**src/rtl/lmae_pkg.sv**
```systemverilog
// Shared types, widths and constants of the light meter with auto gain and
// exposure calculation. No dependencies; every other file imports this package.
`default_nettype none

package lmae_pkg;

  // Field and register widths.
  localparam int LUX_W  = 26;
  localparam int GAIN_W = 3;
  localparam int KIND_W = 2;
  localparam int EV_W   = 14;
  localparam int ISO_W  = 24;
  localparam int F_W    = 16;
  localparam int T_W    = 26;
  localparam int C_W    = 10;
  localparam int CFG_W  = 26;
  localparam int CFG_IDX_W = 2;

  localparam int MAX_GAIN_DEF = 4;

  // Configuration reset values.
  localparam logic [F_W-1:0] F_STOP_RST = F_W'(256);
  localparam logic [T_W-1:0] SHUTTER_RST = T_W'(8000);
  localparam logic [C_W-1:0] CAL_RST = C_W'(250);

  // Digit-serial multiplier: 62-bit multiplicand, 32-bit multiplier, 8-bit digits.
  localparam int MUL_W      = 62;
  localparam int MUL_B_W    = 32;
  localparam int DIG_W      = 8;
  localparam int MUL_DIGITS = MUL_B_W / DIG_W;

  // Divider: numerator C*N^2*1e6 fits 62 bits, denominator 256*L*t fits 59 bits.
  localparam int NUM_W     = 62;
  localparam int DEN_W     = 59;
  localparam int DEN_SHIFT = 8;
  localparam logic [ISO_W-1:0] ISO_MAX = '1;
  localparam logic [MUL_B_W-1:0] MEGA = MUL_B_W'(1000000);

  // Log2: mantissa in Q1.30, 16 fraction bits, exponent counter.
  localparam int MANT_W = 31;
  localparam int FRAC_W = 16;
  localparam int K_W    = 5;
  localparam logic [K_W-1:0] K_START = K_W'(MANT_W - 1);
  localparam int EVF_W  = K_W + FRAC_W + 2;
  // log2(640) in Q16 less the rounding half of one Q8 step.
  localparam logic signed [EVF_W-1:0] EV_BIAS = EVF_W'(610922 - 128);
  localparam logic [EV_W-1:0] EV_MIN = {1'b1, {(EV_W-1){1'b0}}};

  // Gain selection: lux * 10 compared against threshold * 256 * tenths.
  localparam int L10_W = 28;
  localparam logic signed [LUX_W-1:0] LUX_LIMIT = LUX_W'(60000 * 256);

  localparam logic [1:0] HYST_08 = 2'd0;
  localparam logic [1:0] HYST_09 = 2'd1;
  localparam logic [1:0] HYST_11 = 2'd2;

  typedef struct packed {
    logic [L10_W-1:0] hi;
    logic [L10_W-1:0] mid;
    logic [L10_W-1:0] lo;
  } thr_t;

  function automatic thr_t thr_of(input logic [1:0] hidx);
    thr_t t;
    case (hidx)
      HYST_08: begin
        t.hi  = L10_W'(1700 * 256 * 8);
        t.mid = L10_W'(100 * 256 * 8);
        t.lo  = L10_W'(5 * 256 * 8);
      end
      HYST_09: begin
        t.hi  = L10_W'(1700 * 256 * 9);
        t.mid = L10_W'(100 * 256 * 9);
        t.lo  = L10_W'(5 * 256 * 9);
      end
      default: begin
        t.hi  = L10_W'(1700 * 256 * 11);
        t.mid = L10_W'(100 * 256 * 11);
        t.lo  = L10_W'(5 * 256 * 11);
      end
    endcase
    return t;
  endfunction

  typedef enum logic [CFG_IDX_W-1:0] {
    CFG_F_STOP  = 2'd0,
    CFG_SHUTTER = 2'd1,
    CFG_CAL     = 2'd2
  } cfg_idx_e;

  typedef enum logic [KIND_W-1:0] {
    KIND_DISCARD = 2'd0,
    KIND_GAIN    = 2'd1,
    KIND_ACCEPT  = 2'd2
  } kind_e;

  typedef enum logic [1:0] {
    OP_FF  = 2'd0,
    OP_FFC = 2'd1,
    OP_NUM = 2'd2,
    OP_DEN = 2'd3
  } iso_op_e;

  typedef enum logic [3:0] {
    ST_IDLE,
    ST_CLASS,
    ST_NORM,
    ST_SQ_GO,
    ST_SQ_WAIT,
    ST_ISO_GO,
    ST_ISO_WAIT,
    ST_DIV_GO,
    ST_DIV_WAIT,
    ST_EV,
    ST_OUT
  } state_e;

endpackage

`default_nettype wire

```
**src/rtl/lmae_mul.sv**
```systemverilog
// Digit-serial multiplier: the multiplier operand shifts out one 8-bit digit
// per cycle against the full multiplicand. Depends on lmae_pkg.
`default_nettype none

module lmae_mul import lmae_pkg::*; (
  input  logic               clk_i,
  input  logic               rst_ni,
  input  logic               start_i,
  input  logic [MUL_W-1:0]   a_i,
  input  logic [MUL_B_W-1:0] b_i,
  output logic               done_o,
  output logic [MUL_W-1:0]   prod_o
);

  localparam int DigCntW = $clog2(MUL_DIGITS);

  logic [MUL_W-1:0]       a_q, a_d;
  logic [MUL_W-1:0]       acc_q, acc_d;
  logic [MUL_B_W-1:0]     b_q, b_d;
  logic [DigCntW-1:0]     dig_q, dig_d;
  logic                   busy_q, busy_d;
  logic                   done_q, done_d;
  logic [MUL_W+DIG_W-1:0] pp;

  always_comb begin
    pp     = a_q * b_q[DIG_W-1:0];
    a_d    = a_q;
    b_d    = b_q;
    acc_d  = acc_q;
    dig_d  = dig_q;
    busy_d = busy_q;
    done_d = 1'b0;
    if (start_i) begin
      a_d    = a_i;
      b_d    = b_i;
      acc_d  = '0;
      dig_d  = '0;
      busy_d = 1'b1;
    end else if (busy_q) begin
      // The product is below 2^62, so dropping the carries above that is exact.
      acc_d = acc_q + pp[MUL_W-1:0];
      a_d   = a_q << DIG_W;
      b_d   = b_q >> DIG_W;
      dig_d = dig_q + 1'b1;
      if (dig_q == DigCntW'(MUL_DIGITS - 1)) begin
        busy_d = 1'b0;
        done_d = 1'b1;
      end
    end
  end

  always_ff @(posedge clk_i or negedge rst_ni) begin
    if (!rst_ni) begin
      busy_q <= 1'b0;
      done_q <= 1'b0;
      dig_q  <= '0;
    end else begin
      busy_q <= busy_d;
      done_q <= done_d;
      dig_q  <= dig_d;
    end
  end

  always_ff @(posedge clk_i) begin
    a_q   <= a_d;
    b_q   <= b_d;
    acc_q <= acc_d;
  end

  assign done_o = done_q;
  assign prod_o = acc_q;

endmodule

`default_nettype wire

```
**src/rtl/lmae_div.sv**
```systemverilog
// Bit-serial restoring divider that yields a 24-bit quotient, saturated at
// its maximum, one quotient bit per cycle. Depends on lmae_pkg.
`default_nettype none

module lmae_div import lmae_pkg::*; (
  input  logic             clk_i,
  input  logic             rst_ni,
  input  logic             start_i,
  input  logic [NUM_W-1:0] num_i,
  input  logic [DEN_W-1:0] den_i,
  output logic             done_o,
  output logic [ISO_W-1:0] quot_o
);

  localparam int CntW = $clog2(ISO_W + 1);

  logic [DEN_W-1:0] rem_q, rem_d;
  logic [DEN_W-1:0] den_q, den_d;
  logic [ISO_W-1:0] low_q, low_d;
  logic [ISO_W-1:0] quot_q, quot_d;
  logic [CntW-1:0]  cnt_q, cnt_d;
  logic             busy_q, busy_d;
  logic             done_q, done_d;
  logic [DEN_W:0]   r2;
  logic [DEN_W:0]   diff;
  logic             ge;

  always_comb begin
    r2     = {rem_q, low_q[ISO_W-1]};
    diff   = r2 - {1'b0, den_q};
    ge     = (r2 >= {1'b0, den_q});
    rem_d  = rem_q;
    den_d  = den_q;
    low_d  = low_q;
    quot_d = quot_q;
    cnt_d  = cnt_q;
    busy_d = busy_q;
    done_d = 1'b0;
    if (start_i) begin
      // The upper numerator bits form the first partial remainder.
      rem_d  = DEN_W'(num_i >> ISO_W);
      low_d  = num_i[ISO_W-1:0];
      den_d  = den_i;
      quot_d = '0;
      cnt_d  = '0;
      busy_d = 1'b1;
    end else if (busy_q) begin
      if (cnt_q == '0) begin
        // A quotient of 2^24 or more cannot be shown and saturates.
        if (rem_q >= den_q) begin
          quot_d = ISO_MAX;
          busy_d = 1'b0;
          done_d = 1'b1;
        end else begin
          cnt_d = cnt_q + 1'b1;
        end
      end else begin
        rem_d  = ge ? diff[DEN_W-1:0] : r2[DEN_W-1:0];
        quot_d = {quot_q[ISO_W-2:0], ge};
        low_d  = low_q << 1;
        cnt_d  = cnt_q + 1'b1;
        if (cnt_q == CntW'(ISO_W)) begin
          busy_d = 1'b0;
          done_d = 1'b1;
        end
      end
    end
  end

  always_ff @(posedge clk_i or negedge rst_ni) begin
    if (!rst_ni) begin
      busy_q <= 1'b0;
      done_q <= 1'b0;
      cnt_q  <= '0;
    end else begin
      busy_q <= busy_d;
      done_q <= done_d;
      cnt_q  <= cnt_d;
    end
  end

  always_ff @(posedge clk_i) begin
    rem_q  <= rem_d;
    den_q  <= den_d;
    low_q  <= low_d;
    quot_q <= quot_d;
  end

  assign done_o = done_q;
  assign quot_o = quot_q;

endmodule

`default_nettype wire

```
**src/rtl/light_meter_autogain_exposure.sv**
```systemverilog
// Light meter with automatic gain selection, exposure value and ISO output.
// Depends on lmae_pkg, lmae_mul and lmae_div.
//
// Usage: one lux reading (signed Q17.8) enters per item on the in_valid_i /
// in_ready_o channel; exactly one result item leaves on out_valid_o /
// out_ready_i. Aperture, shutter time and calibration constant are written
// through cfg_we_i / cfg_idx_i / cfg_data_i while the block is idle.
// A discarded reading goes from ST_IDLE straight to ST_OUT; a gain change or a
// reading of zero or less passes through ST_CLASS first. An accepted positive
// reading runs classification, one-bit mantissa normalization, 16 squarings
// and 4 ISO products on the shared 8-bit-digit multiplier, the
// one-bit-per-cycle divider, then EV and the output load; with a zero shutter
// time the ISO products and the divider are skipped.
// One item is worked on at a time.
// A new item is taken as soon as the previous one is finished, even while its
// result still waits in the output register; if the receiver keeps stalling,
// the second item halts just before its own result and in_ready_o stays low.
// Reset sets gain 2 (or the maximum gain if lower), hysteresis factor 0.9,
// arms the discard of the first reading and loads the register defaults.
`default_nettype none

module light_meter_autogain_exposure import lmae_pkg::*; #(
  parameter int unsigned MAX_GAIN = MAX_GAIN_DEF
) (
  input  logic                    clk_i,
  input  logic                    rst_ni,
  input  logic                    cfg_we_i,
  input  logic [CFG_IDX_W-1:0]    cfg_idx_i,
  input  logic [CFG_W-1:0]        cfg_data_i,
  input  logic                    in_valid_i,
  output logic                    in_ready_o,
  input  logic signed [LUX_W-1:0] lux_q8_i,
  output logic                    out_valid_o,
  input  logic                    out_ready_i,
  output logic [KIND_W-1:0]       result_kind_o,
  output logic [GAIN_W-1:0]       gain_out_o,
  output logic signed [LUX_W-1:0] lux_out_o,
  output logic signed [EV_W-1:0]  ev_q8_o,
  output logic [ISO_W-1:0]        iso_out_o
);

  localparam logic [GAIN_W-1:0] GainMax = GAIN_W'(MAX_GAIN);
  localparam logic [GAIN_W-1:0] GainRst = GAIN_W'((MAX_GAIN < 2) ? MAX_GAIN : 2);
  localparam int SqCntW = $clog2(FRAC_W);

  state_e                  state_q, state_d;
  logic [GAIN_W-1:0]       gain_q, gain_d;
  logic [1:0]              hidx_q, hidx_d;
  logic                    disc_q, disc_d;
  logic [F_W-1:0]          f_q;
  logic [T_W-1:0]          t_q;
  logic [C_W-1:0]          c_q;

  logic signed [LUX_W-1:0] lux_q, lux_d;
  logic [MANT_W-1:0]       x_q, x_d;
  logic [K_W-1:0]          k_q, k_d;
  logic [FRAC_W-1:0]       frac_q, frac_d;
  logic [SqCntW-1:0]       sq_cnt_q, sq_cnt_d;
  iso_op_e                 op_q, op_d;
  logic [MUL_W-1:0]        p_q, p_d;
  kind_e                   kind_q, kind_d;
  logic [EV_W-1:0]         ev_q, ev_d;
  logic [ISO_W-1:0]        iso_q, iso_d;

  logic                    out_valid_q, out_valid_d;
  logic                    out_load;
  kind_e                   out_kind_q;
  logic [GAIN_W-1:0]       out_gain_q;
  logic signed [LUX_W-1:0] out_lux_q;
  logic [EV_W-1:0]         out_ev_q;
  logic [ISO_W-1:0]        out_iso_q;

  logic                    mul_start;
  logic [MUL_W-1:0]        mul_a;
  logic [MUL_B_W-1:0]      mul_b;
  logic                    mul_done;
  logic [MUL_W-1:0]        mul_prod;
  logic                    div_start;
  logic [DEN_W-1:0]        div_den;
  logic                    div_done;
  logic [ISO_W-1:0]        div_quot;

  logic                    lux_pos;
  logic                    in_range;
  logic [L10_W-1:0]        lux_mag;
  logic [L10_W-1:0]        l10;
  thr_t                    thr;
  logic [GAIN_W-1:0]       raw_gain;
  logic [GAIN_W-1:0]       next_gain;
  logic [MANT_W:0]         sq;
  logic signed [EVF_W-1:0] ev_full;

  // Gain choice from the held reading and the current hysteresis factor.
  always_comb begin
    lux_pos  = !lux_q[LUX_W-1] && (lux_q != '0);
    in_range = lux_pos && (lux_q <= LUX_LIMIT);
    lux_mag  = L10_W'(lux_q[LUX_W-3:0]);
    l10      = (lux_mag << 3) + (lux_mag << 1);
    thr      = thr_of(hidx_q);
    if (!in_range) begin
      raw_gain = (gain_q == '0) ? '0 : gain_q - 1'b1;
    end else if (l10 > thr.hi) begin
      raw_gain = GAIN_W'(1);
    end else if ((l10 < thr.mid) && (l10 > thr.lo)) begin
      raw_gain = GAIN_W'(3);
    end else if (l10 < thr.lo) begin
      raw_gain = GAIN_W'(4);
    end else begin
      raw_gain = GAIN_W'(2);
    end
    next_gain = (raw_gain > GainMax) ? GainMax : raw_gain;
  end

  // Squared mantissa back in Q1.30 plus one overflow bit, and the final EV.
  assign sq      = mul_prod[2*MANT_W-1 -: MANT_W+1];
  assign ev_full = $signed({2'b00, k_q, frac_q}) - EV_BIAS;
  assign div_den = DEN_W'(mul_prod) << DEN_SHIFT;

  lmae_mul u_mul (
    .clk_i   (clk_i),
    .rst_ni  (rst_ni),
    .start_i (mul_start),
    .a_i     (mul_a),
    .b_i     (mul_b),
    .done_o  (mul_done),
    .prod_o  (mul_prod)
  );

  lmae_div u_div (
    .clk_i   (clk_i),
    .rst_ni  (rst_ni),
    .start_i (div_start),
    .num_i   (p_q),
    .den_i   (div_den),
    .done_o  (div_done),
    .quot_o  (div_quot)
  );

  always_comb begin
    state_d   = state_q;
    gain_d    = gain_q;
    hidx_d    = hidx_q;
    disc_d    = disc_q;
    lux_d     = lux_q;
    x_d       = x_q;
    k_d       = k_q;
    frac_d    = frac_q;
    sq_cnt_d  = sq_cnt_q;
    op_d      = op_q;
    p_d       = p_q;
    kind_d    = kind_q;
    ev_d      = ev_q;
    iso_d     = iso_q;
    mul_start = 1'b0;
    mul_a     = '0;
    mul_b     = '0;
    div_start = 1'b0;
    out_load  = 1'b0;
    case (state_q)
      ST_IDLE: begin
        if (in_valid_i) begin
          lux_d = lux_q8_i;
          if (disc_q) begin
            disc_d  = 1'b0;
            kind_d  = KIND_DISCARD;
            ev_d    = '0;
            iso_d   = '0;
            state_d = ST_OUT;
          end else begin
            state_d = ST_CLASS;
          end
        end
      end
      ST_CLASS: begin
        if (next_gain != gain_q) begin
          gain_d = next_gain;
          if (next_gain == GAIN_W'(1)) begin
            hidx_d = HYST_08;
          end else if (next_gain == GAIN_W'(2)) begin
            hidx_d = HYST_09;
          end else if (next_gain >= GAIN_W'(3)) begin
            hidx_d = HYST_11;
          end
          disc_d  = 1'b1;
          kind_d  = KIND_GAIN;
          ev_d    = '0;
          iso_d   = '0;
          state_d = ST_OUT;
        end else begin
          kind_d = KIND_ACCEPT;
          if (!lux_pos) begin
            ev_d    = EV_MIN;
            iso_d   = ISO_MAX;
            state_d = ST_OUT;
          end else begin
            x_d     = MANT_W'(lux_q[LUX_W-2:0]);
            k_d     = K_START;
            state_d = ST_NORM;
          end
        end
      end
      ST_NORM: begin
        // Shift until the leading one sits at the Q1.30 integer bit.
        if (x_q[MANT_W-1]) begin
          frac_d   = '0;
          sq_cnt_d = '0;
          state_d  = ST_SQ_GO;
        end else begin
          x_d = {x_q[MANT_W-2:0], 1'b0};
          k_d = k_q - 1'b1;
        end
      end
      ST_SQ_GO: begin
        mul_start = 1'b1;
        mul_a     = MUL_W'(x_q);
        mul_b     = MUL_B_W'(x_q);
        state_d   = ST_SQ_WAIT;
      end
      ST_SQ_WAIT: begin
        if (mul_done) begin
          // A square of two or more yields a one in the fraction and is halved.
          frac_d   = {frac_q[FRAC_W-2:0], sq[MANT_W]};
          x_d      = sq[MANT_W] ? sq[MANT_W:1] : sq[MANT_W-1:0];
          sq_cnt_d = sq_cnt_q + 1'b1;
          if (sq_cnt_q == SqCntW'(FRAC_W - 1)) begin
            if (t_q == '0) begin
              iso_d   = ISO_MAX;
              state_d = ST_EV;
            end else begin
              op_d    = OP_FF;
              state_d = ST_ISO_GO;
            end
          end else begin
            state_d = ST_SQ_GO;
          end
        end
      end
      ST_ISO_GO: begin
        mul_start = 1'b1;
        case (op_q)
          OP_FF: begin
            mul_a = MUL_W'(f_q);
            mul_b = MUL_B_W'(f_q);
          end
          OP_FFC: begin
            mul_a = p_q;
            mul_b = MUL_B_W'(c_q);
          end
          OP_NUM: begin
            mul_a = p_q;
            mul_b = MEGA;
          end
          default: begin
            mul_a = MUL_W'(t_q);
            mul_b = MUL_B_W'(lux_q[LUX_W-2:0]);
          end
        endcase
        state_d = ST_ISO_WAIT;
      end
      ST_ISO_WAIT: begin
        if (mul_done) begin
          case (op_q)
            OP_FF: begin
              p_d     = mul_prod;
              op_d    = OP_FFC;
              state_d = ST_ISO_GO;
            end
            OP_FFC: begin
              p_d     = mul_prod;
              op_d    = OP_NUM;
              state_d = ST_ISO_GO;
            end
            OP_NUM: begin
              p_d     = mul_prod;
              op_d    = OP_DEN;
              state_d = ST_ISO_GO;
            end
            default: begin
              // The lux-times-shutter product stays in the multiplier for the divider.
              state_d = ST_DIV_GO;
            end
          endcase
        end
      end
      ST_DIV_GO: begin
        div_start = 1'b1;
        state_d   = ST_DIV_WAIT;
      end
      ST_DIV_WAIT: begin
        if (div_done) begin
          iso_d   = div_quot;
          state_d = ST_EV;
        end
      end
      ST_EV: begin
        ev_d    = ev_full[EV_W+7:8];
        state_d = ST_OUT;
      end
      ST_OUT: begin
        if (!out_valid_q || out_ready_i) begin
          out_load = 1'b1;
          state_d  = ST_IDLE;
        end
      end
      default: begin
        state_d = ST_IDLE;
      end
    endcase
  end

  assign out_valid_d = out_load | (out_valid_q & ~out_ready_i);

  always_ff @(posedge clk_i or negedge rst_ni) begin
    if (!rst_ni) begin
      state_q     <= ST_IDLE;
      gain_q      <= GainRst;
      hidx_q      <= HYST_09;
      disc_q      <= 1'b1;
      out_valid_q <= 1'b0;
    end else begin
      state_q     <= state_d;
      gain_q      <= gain_d;
      hidx_q      <= hidx_d;
      disc_q      <= disc_d;
      out_valid_q <= out_valid_d;
    end
  end

  always_ff @(posedge clk_i or negedge rst_ni) begin
    if (!rst_ni) begin
      f_q <= F_STOP_RST;
      t_q <= SHUTTER_RST;
      c_q <= CAL_RST;
    end else if (cfg_we_i) begin
      case (cfg_idx_i)
        CFG_F_STOP:  f_q <= cfg_data_i[F_W-1:0];
        CFG_SHUTTER: t_q <= cfg_data_i[T_W-1:0];
        CFG_CAL:     c_q <= cfg_data_i[C_W-1:0];
        default: begin
        end
      endcase
    end
  end

  always_ff @(posedge clk_i) begin
    lux_q    <= lux_d;
    x_q      <= x_d;
    k_q      <= k_d;
    frac_q   <= frac_d;
    sq_cnt_q <= sq_cnt_d;
    op_q     <= op_d;
    p_q      <= p_d;
    kind_q   <= kind_d;
    ev_q     <= ev_d;
    iso_q    <= iso_d;
    if (out_load) begin
      out_kind_q <= kind_q;
      out_gain_q <= gain_q;
      out_lux_q  <= (kind_q == KIND_ACCEPT) ? lux_q : '0;
      out_ev_q   <= ev_q;
      out_iso_q  <= iso_q;
    end
  end

  assign in_ready_o    = (state_q == ST_IDLE);
  assign out_valid_o   = out_valid_q;
  assign result_kind_o = out_kind_q;
  assign gain_out_o    = out_gain_q;
  assign lux_out_o     = out_lux_q;
  assign ev_q8_o       = out_ev_q;
  assign iso_out_o     = out_iso_q;

  // A gain change always arms the discard and goes straight to the result.
  assert property (@(posedge clk_i) disable iff (!rst_ni)
    (state_q == ST_CLASS) && (next_gain != gain_q) |=>
      disc_q && (state_q == ST_OUT) && (gain_q <= GainMax))
    else $error("gain change did not arm the discard");

  // Every squaring starts from a normalized mantissa.
  assert property (@(posedge clk_i) disable iff (!rst_ni)
    (state_q == ST_SQ_GO) |-> x_q[MANT_W-1])
    else $error("log2 mantissa not normalized");

  // Only accepted readings carry lux and ISO values.
  assert property (@(posedge clk_i) disable iff (!rst_ni)
    out_valid_o && (result_kind_o != KIND_ACCEPT) |->
      (lux_out_o == '0) && (iso_out_o == '0) && (ev_q8_o == '0))
    else $error("non-accepted result carries data");

endmodule

`default_nettype wire
```
**config.mk**
```make
export PLATFORM = sky130hd
export DESIGN_NAME = light_meter_autogain_exposure
export DESIGN_NICKNAME = d
export VERILOG_FILES = /design/src/rtl/lmae_pkg.sv /design/src/rtl/lmae_mul.sv /design/src/rtl/lmae_div.sv /design/src/rtl/light_meter_autogain_exposure.sv
export SDC_FILE = /design/constraint.sdc
export NUM_CORES = 2
export LEC_CHECK = 0
export ABC_AREA = 1
export BUFFER_PORTS_ARGS = -buffer_cell sky130_fd_sc_hd__buf_2
export CAP_MARGIN = 20
export CORE_MARGIN = 10
export CORE_UTILIZATION = 50
export DETAILED_ROUTE_END_ITERATION = 16
export HOLD_SLACK_MARGIN = 0.15
export PLACE_DENSITY = 0.72
export SYNTH_ARGS = -nofsm -noshare
export SYNTH_HDL_FRONTEND = slang
export SYNTH_HIERARCHICAL = 1
export SYNTH_SLANG_ARGS = --single-unit
export TNS_END_PERCENT = 100
```
**constraint.sdc**
```tcl
create_clock -name clk_i -period 6.8 [get_ports clk_i]
set_clock_uncertainty 0.05 [all_clocks]
set_input_delay 0 -clock clk_i [delete_from_list [all_inputs] [get_ports clk_i]]
set_output_delay 0 -clock clk_i [all_outputs]
set_load 0.1 [all_outputs]
```
# Yosys cells after proc, flatten, opt, wreduce, memory -nomap -nowiden
# Index checks and enable logic that the tools add are counted.
# word_totals
word_cells	259
in_bits	59
output_inout_bits	71
regBits	643
# op_classes
n_mux	109
add_sub_neg	9
n_eq_ne	41
bitwise_logic	4
n_mul	1
n_reduce_logical	48
magnitude_cmp	9
# op_table
cell	n
24-bit two-way mux	13
62-bit case mux with 2 select lines	2
79-bit case mux with 2 select lines	1
31-bit two-way mux	5
62-bit two-way mux	2
38-bit two-way mux	3
24-bit case mux with 4 select lines	1
31-bit case mux with 3 select lines	1
25-bit case mux with 3 select lines	1
32-bit two-way mux	2
62-bit adder	1
62-bit by 8-bit multiplier with 62-bit output	1
31-bit case mux with 2 select lines	1
60-bit by 59-bit >= comparator with 1-bit output	1
59-bit >= comparator	1
59-bit two-way mux	1
59-bit subtractor	1
28-bit less-than comparator	2
14-bit two-way mux	4
4-bit two-way mux	13
4-bit case mux with 11 select lines	1
14-bit case mux with 3 select lines	1
5-bit two-way mux	7
16-bit two-way mux	2
58 further kinds	153

# Logic depth before layout (Yosys ltp)
# depth
depth_word	13
ltp_mapped	33
depth_no_buf	33

# Hierarchy
# Netlist, hierarchy kept.
# modules_own_cells
module	instances	area_per_inst_um2	seq_area_each_um2	cells_per_inst
lmae_mul	1	24579.8	4164.0	3477
light_meter_autogain_exposure	1	16873.7	9253.9	1895
lmae_div	1	13919.6	4709.5	2108

# Least setup slack after synthesis
# OpenSTA, ideal clock, no wires.
# synth_path
path_kind	flip-flop to flip-flop
from	register op_q[0]
to	register p_q[0], enable pin
required_time_ns	6.191
slack_ns	0.848
setup_ns	0.559
t_arrival_ns	5.343
path_stages_with_launch	5
synth_period_minus_slack_ns	5.952
path_buffers	2
cell_sequence	edfxtp_1 ha_1 clkbuf_1 buf_1 nor3_1
# synth_between
elab_chain_len	3
word_cells_on_any_way	5
classes_between	2 x eq/ne; 3 x reduce/logical
# synth_rtl
element	line_no	rtl
from (decl)	light_meter_autogain_exposure.sv:59	iso_op_e op_q, op_d;
from (signal assigned)	light_meter_autogain_exposure.sv:351	op_q <= op_d;
2-bit == test (tied with other cells)	light_meter_autogain_exposure.sv:262	case (op_q)
3-bit OR reduction (no line) *	--	
3-bit AND reduction (no line) *	--	
to (signal assigned)	light_meter_autogain_exposure.sv:352	p_q <= p_d;
to (decl)	light_meter_autogain_exposure.sv:60	logic [MUL_W-1:0] p_q, p_d;
# Every way passes the cells marked *; elsewhere a longest branch is shown, timed or not.
# A chain may end at the register's enable or synchronous reset.

# Worst setup path after layout
# layout_path
from	register u_mul.b_q[3]
to	register u_mul.acc_q[37], in the netlist u_mul/prod_o[37]
# layout_between
elab_chain_len	2
# layout_rtl
element	line_no	rtl
from (decl)	lmae_mul.sv:19	logic [MUL_B_W-1:0] b_q, b_d;
from (signal assigned)	lmae_mul.sv:66	b_q <= b_d;
62-bit by 8-bit multiplier with 62-bit output	lmae_mul.sv:26	pp = a_q * b_q[DIG_W-1:0];
62-bit adder	lmae_mul.sv:41	acc_d = acc_q + pp[MUL_W-1:0];
to (signal assigned)	lmae_mul.sv:67	acc_q <= acc_d;
to (decl)	lmae_mul.sv:18	logic [MUL_W-1:0] acc_q, acc_d;
# No other way between the ends.

==> impl_metrics.tcl <==
set metrics [dict create \
    status "finished clean" \
    drt_iter0_markers 6052 \
    tightest_slew_ps 1070 \
    whs_ps 196 \
    grt_overflow_total 0 \
    die_height_um 353 \
    areaGrowthSynthToFinish_pct 10.9 \
    numCtsBuffers 76 \
    clk_pin_slew_ps 70 \
    rows 122 \
    mostFrequentLayoutCells "2402 x nand2_1, 1681 x inv_1, 483 x nor2_1" \
    dp_hpwl_um 149000 \
    dr.pass1.iters 8 \
    critPathArrivalTime_ps 6430 \
    end_kind "flip-flop" \
    synth-seq-cells 651 \
    crit_family "adder cells" \
    final_antenna_net_count 0 \
    cts_tree "done" \
    avgSynthCellArea_um2 7.40 \
    ys_warn_count 6 \
    vias_per_cell 5.42 \
    cp_slowest_cell "edfxtp_1" \
    ys_seq_area_frac 0.327 \
    hold_class "in -> reg" \
    routed_wl_um 193000 \
    finalCritPeriodShare 0.874 \
    required_ps 7290 \
    drive_gt1_frac 0.0662 \
    rsz0062_at_grt "no" \
    ys_types 68 \
    path_buf_inv 5 \
    critical_path_class "reg -> reg" \
    period_minus_slack_ps 5940 \
    layout_commonest_cell "nand2_1" \
    root_buffer "clkbuf_16" \
    final_core_util 0.556 \
    yosys_most_used_dff "edfxtp_1" \
    critPathMaxFanout 15 \
    slew_headroom 0.282 \
    setup-tns-final_ps 0 \
    grt_start_max_net_pins 87 \
    drv_cap 0 \
    grt_pass1_vias 49400 \
    start_util 0.502 \
    portBuffers 129 \
    syn-instance-count 7480 \
    vias 49800 \
    drv_slew 0 \
    final-setup-viol-count 0 \
    seqCellArea_mm2 0.0181 \
    syn-cell-area_mm2 0.0554 \
    core_mm2 0.110 \
    synth_edf_count 470 \
    wl_per_cell_um 21.0 \
    multiInputGateArea_mm2 0.0299 \
    grt_pass1_wl_um 296000 \
    dieArea_mm2 0.124 \
    fp.dieW_um 353 \
    finalHoldViolations 0 \
    critPathLaunchType "flip-flop" \
    grt.total_usage 0.306 \
    io-pin-count 130 \
    gp_congestion 1.04 \
    cts_sinks 651 \
    synthArstFlopShare 0.114 \
    drc 0 \
    fillers 10200 \
    final_nets 8326 \
    h-tree-depth 3 \
    max_freq_ghz 0.168 \
    crit_path_max_incr_delay_ps 950 \
    clock_latency_ps 680 \
    antenna_found_initial 10 \
    cts_buffer_depth 3 \
    crit_top_cell "nand2_1" \
    crit_chain "buf_4 -> nand2_1 -> inv_1 -> fa_1 -> fa_1 -> fa_1 -> inv_1 -> fa_1 -> inv_1 -> ha_1 -> nand2_1 -> nand2_1 -> a21oi_2 -> nand3_1 -> nand2_1 -> nand3_2 -> nand2_1 -> nand3_1 -> nand2_1 -> nand3_1 -> nand2_1 -> inv_1" \
]
[sequential cells by signal, indices dropped and copies added (netlist names), 24 cells and up]
name          count
p_q              62
u_mul/a_q        62
u_mul/prod_o     62
u_div/den_q      59
u_div/rem_q      59
u_mul/b_q        32
x_q              31
lux_out_o        26
lux_q            26
t_q              26
iso_out_o        24
iso_q            24
u_div/low_q      24
u_div/quot_o     24
[routing by layer]
metal | GRT usage | part of all wire
met2 | 0.486 | 0.45
met3 | 0.0658 | 0.10
met5 | 0 | 0.00016
met4 | 0.129 | 0.049
met1 | 0.401 | 0.40
[worst register-to-register path: cells and delay by family (launching register included)]
kind	cells	cell delay (ps)
AND/OR/NAND/NOR	11	1580
flip-flops	1	950
adder cells (fa/ha/maj)	5	2410
AO/OA/AOI/OAI	1	260
buffers and inverters	5	550
[per-stage QoR]
stage	cell area, µm²	std cells	setup slack (ps)
2_1_floorplan	55400	7488	848
5_1_grt	61400	9180	674
6_report	61400	9184	858
4_1_cts	61300	9175	991
3_3_place_gp	57400	8909	1030
3_5_place_dp	57400	8909	1040
[cells by family (layout without fill, tap and decap cells)]
family | count (synthesis) | in the layout | synth area share
mux | 1 | 1 | 0.000203
fa+ha+maj | 641 | 641 | 0.199
flops | 651 | 651 | 0.327
xor+xnor | 69 | 69 | 0.0110
buf+inv | 1963 | 2163 | 0.135
compound gates | 651 | 651 | 0.0659
simple gates | 3503 | 3503 | 0.262
other cells | 1 | 17 | 0.0000677
[final cells by class]
| class | count | share of cell area |
|---|---|---|
| sequential | 651 | 0.295 |
| clock inverter | 49 | 0.00966 |
| multi-input combinational | 4874 | 0.487 |
| antenna | 8 | 0.000326 |
| clock buffer | 91 | 0.0331 |
| tap | 1488 | 0.0303 |
| timing repair buffer | 312 | 0.0397 |
| inverter | 1711 | 0.105 |
[Yosys cell counts, types with 4 or more instances]
| cell | number | area, µm² |
|---|---|---|
| a21boi_0 | 4 | 30.0 |
| a21o_1 | 5 | 37.5 |
| a21oi_1 | 229 | 1150 |
| a21oi_2 | 4 | 35.0 |
| a31o_2 | 5 | 43.8 |
| and2_1 | 8 | 50.1 |
| and3_1 | 4 | 25.0 |
| buf_1 | 36 | 135 |
| buf_2 | 9 | 45.0 |
| buf_4 | 6 | 45.0 |
| buf_6 | 7 | 78.8 |
| clkbuf_1 | 194 | 728 |
| clkinv_1 | 5 | 18.8 |
| dfrtp_1 | 58 | 1450 |
| dfstp_2 | 16 | 420 |
| dfxtp_1 | 107 | 2140 |
| edfxtp_1 | 470 | 14100 |
| fa_1 | 398 | 7970 |
| ha_1 | 243 | 3040 |
| inv_1 | 1684 | 6320 |
| inv_2 | 21 | 78.8 |
| nand2_1 | 2404 | 9020 |
| nand2_2 | 37 | 231 |
| nand2_4 | 5 | 56.3 |
| nand3_1 | 327 | 1640 |
| nand3_2 | 32 | 320 |
| nand3b_1 | 9 | 67.6 |
| nand4_1 | 78 | 488 |
| nor2_1 | 490 | 1840 |
| nor2_2 | 30 | 188 |
| nor2_4 | 12 | 135 |
| nor3_1 | 34 | 170 |
| nor4_1 | 11 | 68.8 |
| nor4_2 | 4 | 50.1 |
| o211ai_1 | 12 | 90.1 |
| o21ai_0 | 260 | 1300 |
| o21ai_1 | 24 | 120 |
| o21bai_1 | 27 | 203 |
| o221ai_1 | 21 | 184 |
| o22ai_1 | 25 | 156 |
| o32ai_1 | 14 | 123 |
| or2_2 | 8 | 50.1 |
| xnor2_1 | 40 | 350 |
| xor2_1 | 28 | 245 |
[final timing paths]
kind | from | endpoint | slack [ps] | depth (start not counted)
worst max-delay path | u_mul/b_q[3] | u_mul/prod_o[37] | 860 | 22
worst min-delay path | in_valid_i | disc_q | 200 | 5
worst max register to register | u_mul/b_q[3] | u_mul/prod_o[37] | 860 | 22
worst min register to register | iso_q[15] | iso_out_o[15] | 360 | 0
max in group asynchronous | rst_ni | u_div/cnt_q[2] | 5660 | 4
min in group asynchronous | rst_ni | t_q[10] | 590 | 3
[repair_timing]
item	4_1_cts	5_1_grt
hold endpoints to repair	214	0
resized for setup	0	0
buffers inserted	0	0
hold buffers	126	0
Power is not shown: default switching activity piles up to over one toggle a cycle in this logic, so the estimate is an artifact.
